<file path="config.mk">
export PLATFORM = sky130hd
export DESIGN_NAME = scf_mul
export DESIGN_NICKNAME = d
export VERILOG_FILES = /design/src/hdl/scf_pkg.sv /design/src/hdl/scf_mul.sv
export SDC_FILE = /design/constraint.sdc
export NUM_CORES = 2
export LEC_CHECK = 0
export ABC_AREA = 1
export BUFFER_PORTS_ARGS = -buffer_cell sky130_fd_sc_hd__clkbuf_2
export CAP_MARGIN = 5
export CORE_ASPECT_RATIO = 0.5
export CORE_MARGIN = 2
export CORE_UTILIZATION = 55
export CTS_CLUSTER_DIAMETER = 40
export DETAILED_ROUTE_END_ITERATION = 10
export PLACE_DENSITY = 0.72
export SYNTH_ARGS = -nofsm -noshare
export SYNTH_HDL_FRONTEND = slang
export SYNTH_SLANG_ARGS = --single-unit
</file>
<file path="constraint.sdc">
create_clock -name clk -period 21.5 [get_ports clk]
set_clock_uncertainty 0.15 [all_clocks]
set_input_delay 1.075 -clock clk [delete_from_list [all_inputs] [get_ports clk]]
set_output_delay 1.075 -clock clk [all_outputs]
set_load 0.01 [all_outputs]
</file>
<file path="src/hdl/scf_pkg.sv">
// Shared types, constants and helpers for the sample channel filter.
package scf_pkg;

  localparam int MedianMax = 8;
  localparam int IdxW      = $clog2(MedianMax);
  localparam int CntW      = $clog2(MedianMax + 1);

  localparam logic [2:0] RegMode   = 3'd0;
  localparam logic [2:0] RegWindow = 3'd1;
  localparam logic [2:0] RegAlpha  = 3'd2;
  localparam logic [2:0] RegB0     = 3'd3;
  localparam logic [2:0] RegB1     = 3'd4;
  localparam logic [2:0] RegA1     = 3'd5;
  localparam logic [2:0] RegA2     = 3'd6;

  localparam logic [1:0] ModePass   = 2'd0;
  localparam logic [1:0] ModeMedian = 2'd1;
  localparam logic [1:0] ModeAvg    = 2'd2;
  localparam logic [1:0] ModeBiquad = 2'd3;

  // multiplier operation select
  typedef enum logic [1:0] {
    MulPass,
    MulAdd,
    MulSub
  } mul_op_t;

  // saturate a 66-bit signed value to 48 bits
  function automatic logic signed [47:0] sat48(input logic signed [65:0] v);
    logic signed [65:0] hi;
    logic signed [65:0] lo;
    hi = 66'sd140737488355327;
    lo = -66'sd140737488355328;
    if (v > hi) sat48 = hi[47:0];
    else if (v < lo) sat48 = lo[47:0];
    else sat48 = v[47:0];
  endfunction

  function automatic logic signed [31:0] sat32(input logic signed [65:0] v);
    if (v > 66'sd2147483647) sat32 = 32'sh7fffffff;
    else if (v < -66'sd2147483648) sat32 = 32'sh80000000;
    else sat32 = v[31:0];
  endfunction

  function automatic logic signed [23:0] sat24(input logic signed [65:0] v);
    if (v > 66'sd8388607) sat24 = 24'sh7fffff;
    else if (v < -66'sd8388608) sat24 = 24'sh800000;
    else sat24 = v[23:0];
  endfunction

  function automatic logic signed [39:0] sat40(input logic signed [65:0] v);
    if (v > 66'sd549755813887) sat40 = 40'sh7fffffffff;
    else if (v < -66'sd549755813888) sat40 = 40'sh8000000000;
    else sat40 = v[39:0];
  endfunction

endpackage

</file>
<file path="src/hdl/scf_mul.sv">
// Shared registered signed multiplier with rounding shift and accumulate.
module scf_mul (
  input  logic                clk,
  input  logic                en,
  input  logic signed [32:0]  op_a,
  input  logic signed [32:0]  op_b,
  input  logic [4:0]          shift,
  input  logic signed [65:0]  addend,
  input  scf_pkg::mul_op_t    op,
  output logic signed [65:0]  result
);
  import scf_pkg::*;

  logic signed [65:0] prod;
  logic signed [65:0] rounded;
  logic signed [65:0] result_r;
  logic signed [65:0] result_nxt;

  // round half up, then combine with the addend
  always_comb begin
    prod = 66'(op_a) * 66'(op_b);
    rounded = (prod + ((66'sd1 <<< shift) >>> 1)) >>> shift;
    case (op)
      MulAdd:  result_nxt = addend + rounded;
      MulSub:  result_nxt = addend - rounded;
      default: result_nxt = rounded;
    endcase
  end

  always_ff @(posedge clk) begin
    if (en) result_r <= result_nxt;
  end

  assign result = result_r;
endmodule

</file>
# Word-level counts from Yosys, hierarchy flattened
# Index checks and enable logic that the tools add are counted.
# W data, S select, Z words.
[word_totals]
register_bits = 66
output_inout_bits = 66
elab_cells = 10
[classes]
addsub = 3
n_mul = 1
n_eq_ne = 2
shift = 2
n_mux = 1
[op_table]
columns = ["op", "count"]
rows = [
  ["$pmux W66 S2", 1],
  ["$add A66 B65 Y66", 1],
  ["$add A66 B66 Y66", 1],
  ["$mul A33 B33 Y66", 1],
  ["$sshl A2 B5 Y66 const A", 1],
  ["$sshr A66 B5 Y66", 1],
  ["$sub A66 B66 Y66", 1],
  ["$eq A2 B1 Y1 const B", 1],
  ["$eq A2 B2 Y1 const B", 1],
]

# Logic depth before layout (Yosys ltp)
[logic_depth]
word_depth = 5
ltp_mapped = 72
depth_no_buf = 69

# Worst setup path after synthesis
# Ideal clock, no wire load.
[synth_timing]
path_type = "input to register"
startpoint = "in op_a[32]"
endpoint = "reg result_r[65], in the netlist result[65] (data pin)"
t_arrival_ps = 11371
required_time_ps = 21097
slack_ps = 9726
path_stages = 54
n_path_buf = 2
cell_sequence = "clkbuf_1 clkbuf_1 nand2_1 inv_1 fa_1 fa_1 fa_1 fa_1 inv_1 fa_1 inv_1 fa_1 inv_1 fa_1 fa_1 inv_1 ha_1 nand2_1 (+18 left out) xor2_1 nand2_1 o21ai_1 ha_1 a21oi_1 inv_1 a31oi_1 nor2_1 nor4_1 nand3_1 nand3_1 o2111ai_1 a21oi_1 o21ai_0 xor2_1 nand3_1 nand3_1 nand2_1"
[synth_between]
elab_chain_cells = 5
[synth_lines]
columns = ["item", "line_no", "source"]
rows = [
  ["start, declared", "scf_mul.sv:5", "input logic signed [32:0] op_a,"],
  ["$mul A33 B33 Y66 *", "scf_mul.sv:21", "prod = 66'(op_a) * 66'(op_b);"],
  ["$add A66 B65 Y66 *", "scf_mul.sv:22", "rounded = (prod + ((66'sd1 <<< shift) >>> 1)) >>> shift;"],
  ["$sshr A66 B5 Y66 *", "scf_mul.sv:22", ""],
  ["$sub A66 B66 Y66 / $add A66 B66 Y66 (equally long branches)", "scf_mul.sv:25, scf_mul.sv:24", ""],
  ["$pmux W66 S2 *", "scf_mul.sv:23", "case (op)"],
  ["named net result_nxt[65]", "scf_mul.sv:17", "logic signed [65:0] result_nxt;"],
  ["end signal, assigned", "scf_mul.sv:31", "if (en) result_r <= result_nxt;"],
  ["end, declared", "scf_mul.sv:16", "logic signed [65:0] result_r;"],
]
# Mark *: on every way through the listed nets, which the timed path passes. The rest lies on a longest branch.
# A chain may end at the register's enable or synchronous reset.

# Worst setup path after layout
[layout_timing]
startpoint = "in op_a[32]"
endpoint = "reg result_r[42], in the netlist result[42] (data pin)"
# The elaborated chain is that of the path after synthesis.

==> summary.txt <==
Outcome
  – Run status: complete, no violations

STA
  – Setup total negative slack: 0 ns
  – Maximum frequency from static timing analysis: 0.0709 GHz
  – Hold_ws: 1.05 ns
  – Post-route clock period utilization: 0.656
  – Final slew viol count: 0
  – Period minus WS final: 14.10 ns
  – Unrepaired setup endpoints after global routing: false
  – Slew Limit Headroom: 0.275
  – Final Setup Violations: 0
  – Slew at the pin with the worst max-slew slack: 1.09 ns
  – Final hold viol count: 0

Critical path
  – Required time at the worst-slack endpoint: 21.45 ns
  – Data arrival time of the critical path: 14.04 ns
  – Startpoint class of the critical path: input port
  – Worst path slowest cell: sky130_fd_sc_hd__fa_1
  – Capturing element type of the critical path: flip-flop
  – Critical-path maximum fanout: 33
  – Worst Setup Path Type: in -> reg
  – Most common cell on crit path: sky130_fd_sc_hd__nand2_1
  – Highest cell delay on the worst timing path: 1.04 ns

Routing
  – Via density per instance: 5.33
  – Aggregate routed wire length: 171 mm
  – Drt initial violations: 4,430
  – Number of antenna-violating nets in the routed design: 0
  – Post-detailed-route DRC marker count: 0
  – Vias post-DR: 49.4k
  – Pre-antenna DRT Iters: 8
  – Final routed wire length divided by cell count: 18.4 um

Global routing
  – Overflow left after global routing: 0
  – Met1 layer usage reported by global route: 0.498
  – Largest net degree at the start of global routing: 91
  – Vias in the first global route: 49.9k
  – Initial antenna violation count: 1
  – Global-route wire length before repair: 277 mm
  – Overall Global Routing Usage: 0.336
  – GRT met2 Usage: 0.527
  – Met3 demand-to-capacity share in global routing: 0.0478
  – Grt peak-use layer: met2

Clock network
  – Worst-path clk slew: 0.06 ns
  – CTS-repair resized insts: 0
  – Number of H-tree levels: 3
  – Buffer count from post-CTS setup fixing: 0
  – TritonCTS buffer count: 9
  – Number of buffers inserted for hold repair after clock tree synthesis: 0
  – Clock Sinks: 66
  – Master cell of the clock root buffer: sky130_fd_sc_hd__clkbuf_16
  – CTS tree: done
  – Buffer depth of the longest clock path: 2

Synthesis
  – Synthesized area: 0.0565 mm2
  – Net count after synthesis: 9,620
  – Dominant cell by count in the synthesized netlist: sky130_fd_sc_hd__nand2_1
  – Proportion of synthesized chip area in sequential cells: 0.0351
  – EDFF count, synth: 66
  – Number of standard cells after synthesis: 8,004
  – Main synth FF type: sky130_fd_sc_hd__edfxtp_1
  – Area fraction of the dominant cell type after synthesis: 0.417
  – Fraction of registers with async set or reset after synthesis: 0
  – Warnings from Yosys: 0
  – Synthesized area divided by synthesized cell count: 7.06 um2
  – Dominant cell type by area after synthesis: sky130_fd_sc_hd__fa_1
  – Number of different library cells in the post-synthesis netlist: 57
  – Register bit total from synthesis: 66
  – Cells taking the most area after synthesis: sky130_fd_sc_hd__fa_1 (42%), sky130_fd_sc_hd__nand2_1 (15%), sky130_fd_sc_hd__inv_1 (14%)
  – Commonest cells in the netlist: sky130_fd_sc_hd__nand2_1 (2,264), sky130_fd_sc_hd__inv_1 (2,136), sky130_fd_sc_hd__fa_1 (1,177)

Place
  – Port-buffer cells: 206
  – Number of cells in the design after placement: 9,266
  – Placed wire-length estimate after detailed placement: 144 mm
  – Routability congestion estimate from global placement: 1.03

Min path
  – Worst min path class: in -> reg

Layout
  – Total inserted antenna cells: 0
  – Number of cells in the finished layout apart from fillers: 9,282
  – Share of final-layout standard cells stronger than drive strength 1: 0.0635
  – Nets: 9,533
  – Number of flip-flops in the largest register: 66
  – Area Growth Syn to Fin: 3.66%
  – Number of fill cells: 10.0k

Floorplan
  – Total Die Area: 0.105 mm2
  – Placement row count: 83
  – Core area: 0.102 mm2
  – Number of ports placed on the die boundary: 207
  – Initial standard-cell utilization of the core: 0.553
  – Die H: 231 um
  – Die width: 457 um

Flow run
  – Number of maximum-capacitance violations: 0
==> routing by layer <==
layer  vias up  wire length [um]
li1      22900                 -
met1     24100             75100
met2      2192             75700
met3       219             16600
met4         0              3520
met5         -                 0
==> layout by cell type (no fill, tap or decap), drive strengths merged, types with 70 or more instances in the layout <==
| cell type | instances |
|---|---|
| inv | 2179 |
| o21ai | 184 |
| fa | 1177 |
| a21oi | 173 |
| nand2 | 2315 |
| xor2 | 70 |
| ha | 298 |
| clkbuf | 214 |
| nor2 | 356 |
| nand3 | 584 |
==> through the flow <==
stage / util / setup WS (ns) / instance area [um2]
3_3_place_gp: 0.570 / 7.24 / 58200
6_report: 0.573 / 7.40 / 58500
4_1_cts: 0.573 / 7.58 / 58500
5_1_grt: 0.573 / 6.52 / 58500
2_1_floorplan: - / 9.73 / 56500
3_5_place_dp: 0.570 / 7.19 / 58200
==> logic make-up (layout without fill, tap and decap cells) <==
family / count (synthesis) / count (layout) / synth area share
and+or+nand+nor: 3387 / 3387 / 0.254
AOI/OAI and AO/OA: 417 / 417 / 0.0401
adders and majority gates: 1475 / 1475 / 0.483
buffers and inverters: 2547 / 2465 / 0.170
DFF: 66 / 66 / 0.0351
muxes: 2 / 2 / 0.000355
xor gates and xnor gates: 110 / 110 / 0.0171
==> worst max-delay path: cells and delay by family <==
kind,cells,cell delay (ns)
AOI/OAI and AO/OA,5,1.50
and+or+nand+nor,26,3.97
adders and majority gates,10,5.72
buffers and inverters,7,1.59
xor gates and xnor gates,1,0.10
==> worst paths after layout <==
check / from / endpoint / cells past startpoint
setup / recovery: op_a[32] / result[42]$_DFFE_PP_ / 49
hold / removal: addend[1] / result[1]$_DFFE_PP_ / 4
==> area by class of cell <==
cell class	instances	area [um2]	share of cell area
multi-input combinational	5391	44900	0.766
inverter	2191	8230	0.141
sequential	66	1980	0.0339
tap	1360	1700	0.0291
timing repair buffer	258	1420	0.0243
clock buffer	9	225	0.00385
clock inverter	7	118	0.00201
Power is not shown: default switching activity piles up to over one toggle a cycle in this logic, so the estimate is an artifact.
