<file path="src/hdl/scf_pkg.sv">
// Shared types, constants and helpers for the sample channel filter.
package scf_pkg;

  localparam int MedianMax = 8;
  localparam int IdxW      = $clog2(MedianMax);
  localparam int CntW      = $clog2(MedianMax + 1);

  localparam logic [2:0] RegMode   = 3'd0;
  localparam logic [2:0] RegWindow = 3'd1;
  localparam logic [2:0] RegAlpha  = 3'd2;
  localparam logic [2:0] RegB0     = 3'd3;
  localparam logic [2:0] RegB1     = 3'd4;
  localparam logic [2:0] RegA1     = 3'd5;
  localparam logic [2:0] RegA2     = 3'd6;

  localparam logic [1:0] ModePass   = 2'd0;
  localparam logic [1:0] ModeMedian = 2'd1;
  localparam logic [1:0] ModeAvg    = 2'd2;
  localparam logic [1:0] ModeBiquad = 2'd3;

  // multiplier operation select
  typedef enum logic [1:0] {
    MulPass,
    MulAdd,
    MulSub
  } mul_op_t;

  // saturate a 66-bit signed value to 48 bits
  function automatic logic signed [47:0] sat48(input logic signed [65:0] v);
    logic signed [65:0] hi;
    logic signed [65:0] lo;
    hi = 66'sd140737488355327;
    lo = -66'sd140737488355328;
    if (v > hi) sat48 = hi[47:0];
    else if (v < lo) sat48 = lo[47:0];
    else sat48 = v[47:0];
  endfunction

  function automatic logic signed [31:0] sat32(input logic signed [65:0] v);
    if (v > 66'sd2147483647) sat32 = 32'sh7fffffff;
    else if (v < -66'sd2147483648) sat32 = 32'sh80000000;
    else sat32 = v[31:0];
  endfunction

  function automatic logic signed [23:0] sat24(input logic signed [65:0] v);
    if (v > 66'sd8388607) sat24 = 24'sh7fffff;
    else if (v < -66'sd8388608) sat24 = 24'sh800000;
    else sat24 = v[23:0];
  endfunction

  function automatic logic signed [39:0] sat40(input logic signed [65:0] v);
    if (v > 66'sd549755813887) sat40 = 40'sh7fffffffff;
    else if (v < -66'sd549755813888) sat40 = 40'sh8000000000;
    else sat40 = v[39:0];
  endfunction

endpackage

</file>
<file path="src/hdl/scf_median.sv">
// Median ring store with an insertion sort stepped one compare per cycle.
module scf_median (
  input  logic                           clk,
  input  logic                           rst_n,
  input  logic                           clr,
  input  logic                           start,
  input  logic signed [23:0]             sample,
  input  logic [3:0]                     win_len,
  output logic                           done,
  output logic signed [23:0]             median
);
  import scf_pkg::*;

  typedef enum logic [1:0] {
    Idle,
    Load,
    Sort,
    Finish
  } state_t;

  logic signed [23:0] ring_r [MedianMax];
  logic signed [23:0] srt_r  [MedianMax];
  logic [IdxW-1:0]    wpos_r;
  logic [CntW-1:0]    fill_r;
  logic [CntW-1:0]    n_r;
  logic [CntW-1:0]    i_r;
  logic [CntW-1:0]    j_r;
  logic signed [23:0] key_r;
  state_t             state_r;
  logic               done_r;
  logic signed [23:0] median_r;
  logic [CntW-1:0]    w_eff;
  logic [CntW-1:0]    fill_nxt;
  logic [IdxW-1:0]    wpos_nxt;
  logic [CntW-1:0]    wrap_v;

  // clamp the window length and wrap the write position modulo the window
  always_comb begin
    if (win_len == 4'd0) w_eff = CntW'(1);
    else if (32'(win_len) > MedianMax) w_eff = CntW'(MedianMax);
    else w_eff = CntW'(win_len);
    wrap_v = CntW'(wpos_r) + CntW'(1);
    for (int k = 0; k < MedianMax; k++) begin
      if (wrap_v >= w_eff) wrap_v = wrap_v - w_eff;
    end
    wpos_nxt = wrap_v[IdxW-1:0];
    fill_nxt = (fill_r < w_eff) ? fill_r + CntW'(1) : fill_r;
  end

  always_ff @(posedge clk) begin
    done_r <= 1'b0;
    if (!rst_n || clr) begin
      state_r <= Idle;
      wpos_r  <= '0;
      fill_r  <= '0;
      for (int k = 0; k < MedianMax; k++) ring_r[k] <= '0;
    end else begin
      case (state_r)
        Idle: begin
          if (start) begin
            ring_r[wpos_r] <= sample;
            wpos_r  <= wpos_nxt;
            fill_r  <= fill_nxt;
            n_r     <= (fill_nxt > CntW'(MedianMax)) ? CntW'(MedianMax) : fill_nxt;
            state_r <= Load;
          end
        end
        Load: begin
          for (int k = 0; k < MedianMax; k++) srt_r[k] <= ring_r[k];
          i_r     <= CntW'(1);
          j_r     <= CntW'(1);
          key_r   <= ring_r[(MedianMax > 1) ? 1 : 0];
          state_r <= (n_r > CntW'(1)) ? Sort : Finish;
        end
        Sort: begin
          // one compare and shift of the insertion sort
          if (j_r != '0 && srt_r[j_r[IdxW-1:0] - IdxW'(1)] > key_r) begin
            srt_r[j_r[IdxW-1:0]] <= srt_r[j_r[IdxW-1:0] - IdxW'(1)];
            j_r <= j_r - CntW'(1);
          end else begin
            srt_r[j_r[IdxW-1:0]] <= key_r;
            if (i_r + CntW'(1) >= n_r) begin
              state_r <= Finish;
            end else begin
              i_r   <= i_r + CntW'(1);
              j_r   <= i_r + CntW'(1);
              key_r <= srt_r[i_r[IdxW-1:0] + IdxW'(1)];
            end
          end
        end
        Finish: begin
          median_r <= srt_r[n_r[IdxW:1]];
          done_r   <= 1'b1;
          state_r  <= Idle;
        end
        default: state_r <= Idle;
      endcase
    end
  end

  assign done   = done_r;
  assign median = median_r;
endmodule

</file>
<file path="config.mk">
export PLATFORM = sky130hd
export DESIGN_NAME = scf_median
export DESIGN_NICKNAME = d
export VERILOG_FILES = /design/src/hdl/scf_pkg.sv /design/src/hdl/scf_median.sv
export SDC_FILE = /design/constraint.sdc
export NUM_CORES = 1
export LEC_CHECK = 0
export BUFFER_PORTS_ARGS = -buffer_cell sky130_fd_sc_hd__buf_2
export CAP_MARGIN = 20
export CORE_ASPECT_RATIO = 1.2
export CORE_UTILIZATION = 55
export CTS_BUF_LIST = sky130_fd_sc_hd__clkbuf_4 sky130_fd_sc_hd__clkbuf_8
export CTS_CLUSTER_DIAMETER = 80
export DETAILED_ROUTE_END_ITERATION = 10
export PLACE_DENSITY = 0.67
export SYNTH_ARGS = -nofsm -noshare
export SYNTH_HDL_FRONTEND = slang
export SYNTH_SLANG_ARGS = --single-unit
</file>
<file path="constraint.sdc">
create_clock -name clk -period 33.5 [get_ports clk]
set_clock_uncertainty 0.2 [all_clocks]
set_input_delay 6.7 -clock clk [delete_from_list [all_inputs] [get_ports clk]]
set_output_delay 6.7 -clock clk [all_outputs]
set_load 0.01 [all_outputs]
</file>
# Word level (Yosys, flattened, before mapping)
# Memories as Yosys holds them, arrays and structs flattened. A register that Yosys moved wholly into a read port is not among the register bits.
# Index checks and enable logic that the tools add are counted.
# classes
addsub	14
magnitude_cmp	14
n_eq_ne	8
mux	49
bitwise	2
n_reduce_logical	15
# ops
cell	count
24-bit 2-to-1 mux	5
4-bit 2-to-1 mux	13
24-bit case mux with 2 select lines	1
24-bit OR reduction	2
4-bit greater-or-equal comparator	9
4-bit subtractor	7
24-bit greater-than comparator	1
1-bit 2-to-1 mux	21
4-bit case mux with 2 select lines	2
3-bit 2-to-1 mux	3
3-bit AND reduction	3
4-bit by 1-bit adder with 4-bit output, second input constant	2
4-bit greater-than comparator, second input constant	2
2-bit != test, second input constant	4
2-bit case mux with 4 select lines	1
2-bit 2-to-1 mux	3
3-bit by 1-bit adder with 4-bit output, second input constant	1
2-bit equality test, second input constant	2
4-bit by 1-bit greater-than comparator with 1-bit output, second input constant	1
4-bit zero test	1
4-bit < comparator	1
2-bit AND reduction	2
4-bit AND reduction	1
4-bit nonzero test	1
13 further kinds	13
# word_totals
register_bits	46
mem_bits_rw	384
inputBits	32
out_inout_bits	25
elab_cells	112
n_memories	2
# memory_table
memory	depth	width	read_ports	rd_ports_with_merged_regs	write_ports	line_no	text
ring_r	8	24	8	0	8	scf_median.sv:21	logic signed [23:0] ring_r [MedianMax];
srt_r	8	24	3	1	8	scf_median.sv:22	logic signed [23:0] srt_r [MedianMax];

# Logic depth before layout (Yosys ltp)
# logic_depth
ltp_word	19
depth_mapped	54
ltp_nobuf	54

# Worst setup path after synthesis
# No wires, ideal clock.
# synth_timing
path_type	input to register
from	input win_len[3]
to	register wpos_r[2]
setup_time_ns	0.116
arrival_ns	18.101
required_ns	33.184
slack_ns	15.082
cell_stages	50
n_path_buf	0
cell_sequence	inv_1 -> nand2_1 -> inv_1 -> fa_1 -> a21boi_0 -> o21ai_1 -> mux2i_1 -> inv_1 -> fa_1 -> a21bo_2 -> a31oi_1 -> nor2_1 -> nor2_1 -> ha_1 -> fa_1 -> a21boi_0 -> o21ai_1 -> a221o_1 -> (+14 left out) -> nand2_1 -> a21o_1 -> a21oi_1 -> mux2_2 -> ha_1 -> fa_1 -> a21bo_2 -> a21o_1 -> a21oi_1 -> mux2_2 -> ha_1 -> inv_1 -> fa_1 -> a21o_1 -> a21o_1 -> a21oi_1 -> o21ai_0 -> a31o_2
# synth_between
elab_chain_cells	19
word_cells_on_any_way	28
cone_classes	8 x add/sub; 9 x order compare; 10 x mux; 1 x reduce/logical
# synth_rtl
item	line_no	text
from (decl)	scf_median.sv:8	input logic [3:0] win_len,
4-bit greater-than comparator	scf_median.sv:40	else if (32'(win_len) > MedianMax) w_eff = CntW'(MedianMax);
4-bit 2-to-1 mux	scf_median.sv:40	
4-bit 2-to-1 mux *	scf_median.sv:39	if (win_len == 4'd0) w_eff = CntW'(1);
4-bit subtractor / 4-bit greater-or-equal comparator (equally long branches)	scf_median.sv:44	if (wrap_v >= w_eff) wrap_v = wrap_v - w_eff;
4-bit 2-to-1 mux	scf_median.sv:44	
4-bit subtractor / 4-bit greater-or-equal comparator (equally long branches)	scf_median.sv:44	
4-bit 2-to-1 mux	scf_median.sv:44	
4-bit subtractor / 4-bit greater-or-equal comparator (equally long branches)	scf_median.sv:44	
(+3 left out)	-	
4-bit subtractor / 4-bit greater-or-equal comparator (equally long branches)	scf_median.sv:44	
4-bit 2-to-1 mux	scf_median.sv:44	
4-bit subtractor / 4-bit greater-or-equal comparator (equally long branches)	scf_median.sv:44	
4-bit 2-to-1 mux	scf_median.sv:44	
4-bit subtractor / 4-bit greater-or-equal comparator (equally long branches)	scf_median.sv:44	
4-bit 2-to-1 mux	scf_median.sv:44	
4-bit greater-or-equal comparator / 3-bit subtractor (equally long branches)	scf_median.sv:44	
3-bit 2-to-1 mux *	scf_median.sv:44	
to (signal assigned)	scf_median.sv:62	wpos_r <= wpos_nxt;
to (decl)	scf_median.sv:23	logic [IdxW-1:0] wpos_r;
# Mark *: on every way between the ends. The rest lies on a longest branch, timed or not.
# A chain may end at the register's enable or synchronous reset.

# Worst setup path in the final report
# layout_timing
from	input win_len[3]
to	register wpos_r[0]
# The elaborated chain is that of the path after synthesis.

==> flow_summary_export.csv <==
group,metric,value,unit
global_routing,grt_max_degree,69,
route,routed_wl,81300,um
setup_path,max_stage_delay,590,ps
setup_path,cp_data_arrival_time,20180,ps
floorplan,die_h,239,um
run,drv_cap,0,
setup_path,cp_slowest_cell,"a21oi_1",
yosys,synthCells,2021,
setup_path,startpoint_type,"input port",
sta,tns,0,ps
placement,place.gp.congestion,0.910,
sta,rsz0062_at_grt,"no",
power,p_sw,1.12,mW
yosys,yosysWarnings,0,
setup_path,endpoint_kind,"register",
clock_tree,cts.path.max_buffers,3,
yosys,synth_top_area_share,0.516,
sta,max_freq,0.0504,GHz
sta,maxSlewViolCount,0,
global_routing,grtUsageTotal,0.348,
clock_tree,htreeDepth,3,
yosys,ys_ff_latch,454,
clock_tree,ctsHoldBuffers,0,
global_routing,gr-total-overflow,0,
layout,layout_common_cells,"444 x edfxtp_1, 284 x nand2_1, 175 x and2_1, 172 x o31ai_1, 144 x mux4_2",
route,viasPerCell,6.72,
route,drc_errors,0,
yosys,syn_nets,2132,
yosys,ys_seq_area_frac,0.524,
power,peakVddDrop,0.000716,V
yosys,synth_area,25800,um2
global_routing,antenna_found_initial,10,
layout,layout_commonest_cell,"edfxtp_1",
placement,dp.final_hpwl,47900,um
setup_path,cp.required,33830,ps
power,netSwitchingFraction,0.415,
clock_tree,cts-root-buf,"clkbuf_8",
yosys,synth-main-ff-cell,"edfxtp_1",
sta,finalSetupViolCount,0,
setup_path,path_max_fanout,11,
clock_tree,cts_buffers,74,
clock_tree,clk_pin_slew_worst_paths,60,ps
yosys,async_flop_share,0,
placement,place_ws,13050,ps
sta,post-route-min-period,19850,ps
floorplan,die_area,47800,um2
sta,worst_pin_slew,1110,ps
run_status,outcome,"complete, no violations",
route,avgRoutedWirePerCell,29.7,um
clock_tree,clock_latency,660,ps
placement,io_buffers,56,
sta,post-route-period-util,0.593,
yosys,synth_edf_count,444,
setup_path,path_class,"input port to register",
floorplan,fp.dieW,200,um
yosys,yosysUniqueCellTypes,72,
yosys,syn_avg_cell_area,12.8,um2
power,internal-power,1.58,mW
route,ant_nets,0,
layout,final_area,28200,um2
clock_tree,cts_tree,"yes",
clock_tree,cts_resized,0,
clock_tree,cts.sinks,454,
power,seq_power_share,0.242,
min_path,holdCritPathClass,"register to register",
setup_path,cp_common_cell,"fa_1",
layout,drive_gt1_frac,0.216,
power,p_leak,10.7,nW
layout,nets,2180,
floorplan,coreArea,46200,um2
floorplan,initial_core_util,0.559,
route,drtIter0Drc,2007,
power,combPwrFrac,0.585,
sta,setup_slack,13650,ps
floorplan,ios,57,
yosys,yosys.area.top_type,"edfxtp_1",
layout,area_growth,9.29,%
sta,hold_violations,0,
placement,placed_area,26800,um2
floorplan,std_cell_rows,86,
power,p_per_area,95.8,nW/um2
sta,relSlewSlack,0.262,
global_routing,grt_pass1_wl,117000,um
power,clock_power_share,0.173,
route,vias,18400,
route,drtPass1Iterations,5,
global_routing,grt_pass1_vias,18100,
clock_tree,post_cts_buffers,0,
yosys,synthTopCellsByArea,"edfxtp_1 52%, mux4_2 13%, o31ai_1 5.0%",
==> worst max-delay path, delay by kind of cell <==
family | cells | cell delay, ps
multiplexers | 3 | 1040
adder cells (fa/ha/maj) | 11 | 3560
buffers and inverters | 6 | 830
AO/OA/AOI/OAI | 25 | 6680
AND/OR/NAND/NOR | 7 | 1310
==> kinds of logic (layout without fill, tap and decap cells) <==
kind of cell / Yosys count / in the layout / share of synthesized area
and+or+nand+nor: 678 / 678 / 0.133
DFF: 454 / 454 / 0.524
AOI/OAI and AO/OA: 377 / 377 / 0.113
buffers and inverters: 210 / 311 / 0.0330
muxes: 202 / 202 / 0.148
adders and majority gates: 79 / 79 / 0.0406
xor gates and xnor gates: 21 / 21 / 0.00712
other: 0 / 3 / 0
==> final cells by class <==
type                       count  area (um2)
tap                          616         771
multi-input combinational   1357       11600
fill                        3645       17900
antenna                        3        7.51
clock buffer                 107        1280
clock inverter                22        95.1
inverter                      72         270
sequential                   454       13500
timing repair buffer         110         686
==> power by group through the flow <==
| stage | registers, mW | logic [mW] | clock network [mW] |
|---|---|---|---|
| 2_1_floorplan | 0.661 | 1.24 | 0 |
| 3_3_place_gp | 0.664 | 1.55 | 0 |
| 3_5_place_dp | 0.665 | 1.56 | 0 |
| 4_1_cts | 0.653 | 1.57 | 0.470 |
| 5_1_grt | 0.654 | 1.78 | 0.494 |
| 6_report | 0.653 | 1.58 | 0.468 |
==> synthesized netlist by cell type (13+ instances only) <==
cell type and count:
and2_1 175, and3_1 26, o21ai_0 25, clkbuf_1 108, o31ai_1 172, nor2_1 76, a21o_1 20, ha_1 71
mux2i_1 52, a221o_1 27, a21oi_4 15, edfxtp_1 444, nor3_2 21, nor4_1 25, buf_2 13, mux4_2 144
nand2_1 286, inv_1 68, a21oi_1 57
==> registers in the layout, indices dropped and copies added, names as in the netlist <==
register  flops
done          1
fill_r        4
i_r           4
j_r           4
key_r        24
median       24
n_r           4
ring_r      192
srt_r       192
state_r       2
wpos_r        3
==> per-layer routing <==
metal  wire [um]  GRT usage
met2       39300      0.571
met3        9060     0.0807
met5           9          0
met1       29200      0.437
met4        3700      0.159
==> stage by stage <==
stage,cells,util,total power [mW],hold slack [ps]
final,2741,0.611,2.70,320
after global routing,2739,0.611,2.93,333
after CTS,2738,0.611,2.69,314
after detailed placement,2609,0.581,2.23,305
after global placement,2609,0.581,2.21,299
after floorplan,2021,-,1.90,280
==> worst paths after layout <==
check	from	endpoint	slack (ps)	cells past startpoint
hold / removal	ring_r[3][0]	srt_r[3][0]	320	2
setup / recovery	win_len[3]	wpos_r[0]	13650	52
hold reg to reg	ring_r[3][0]	srt_r[3][0]	320	2
setup reg to reg	wpos_r[0]	wpos_r[0]	19850	50
(Power assumes the default switching activity.)
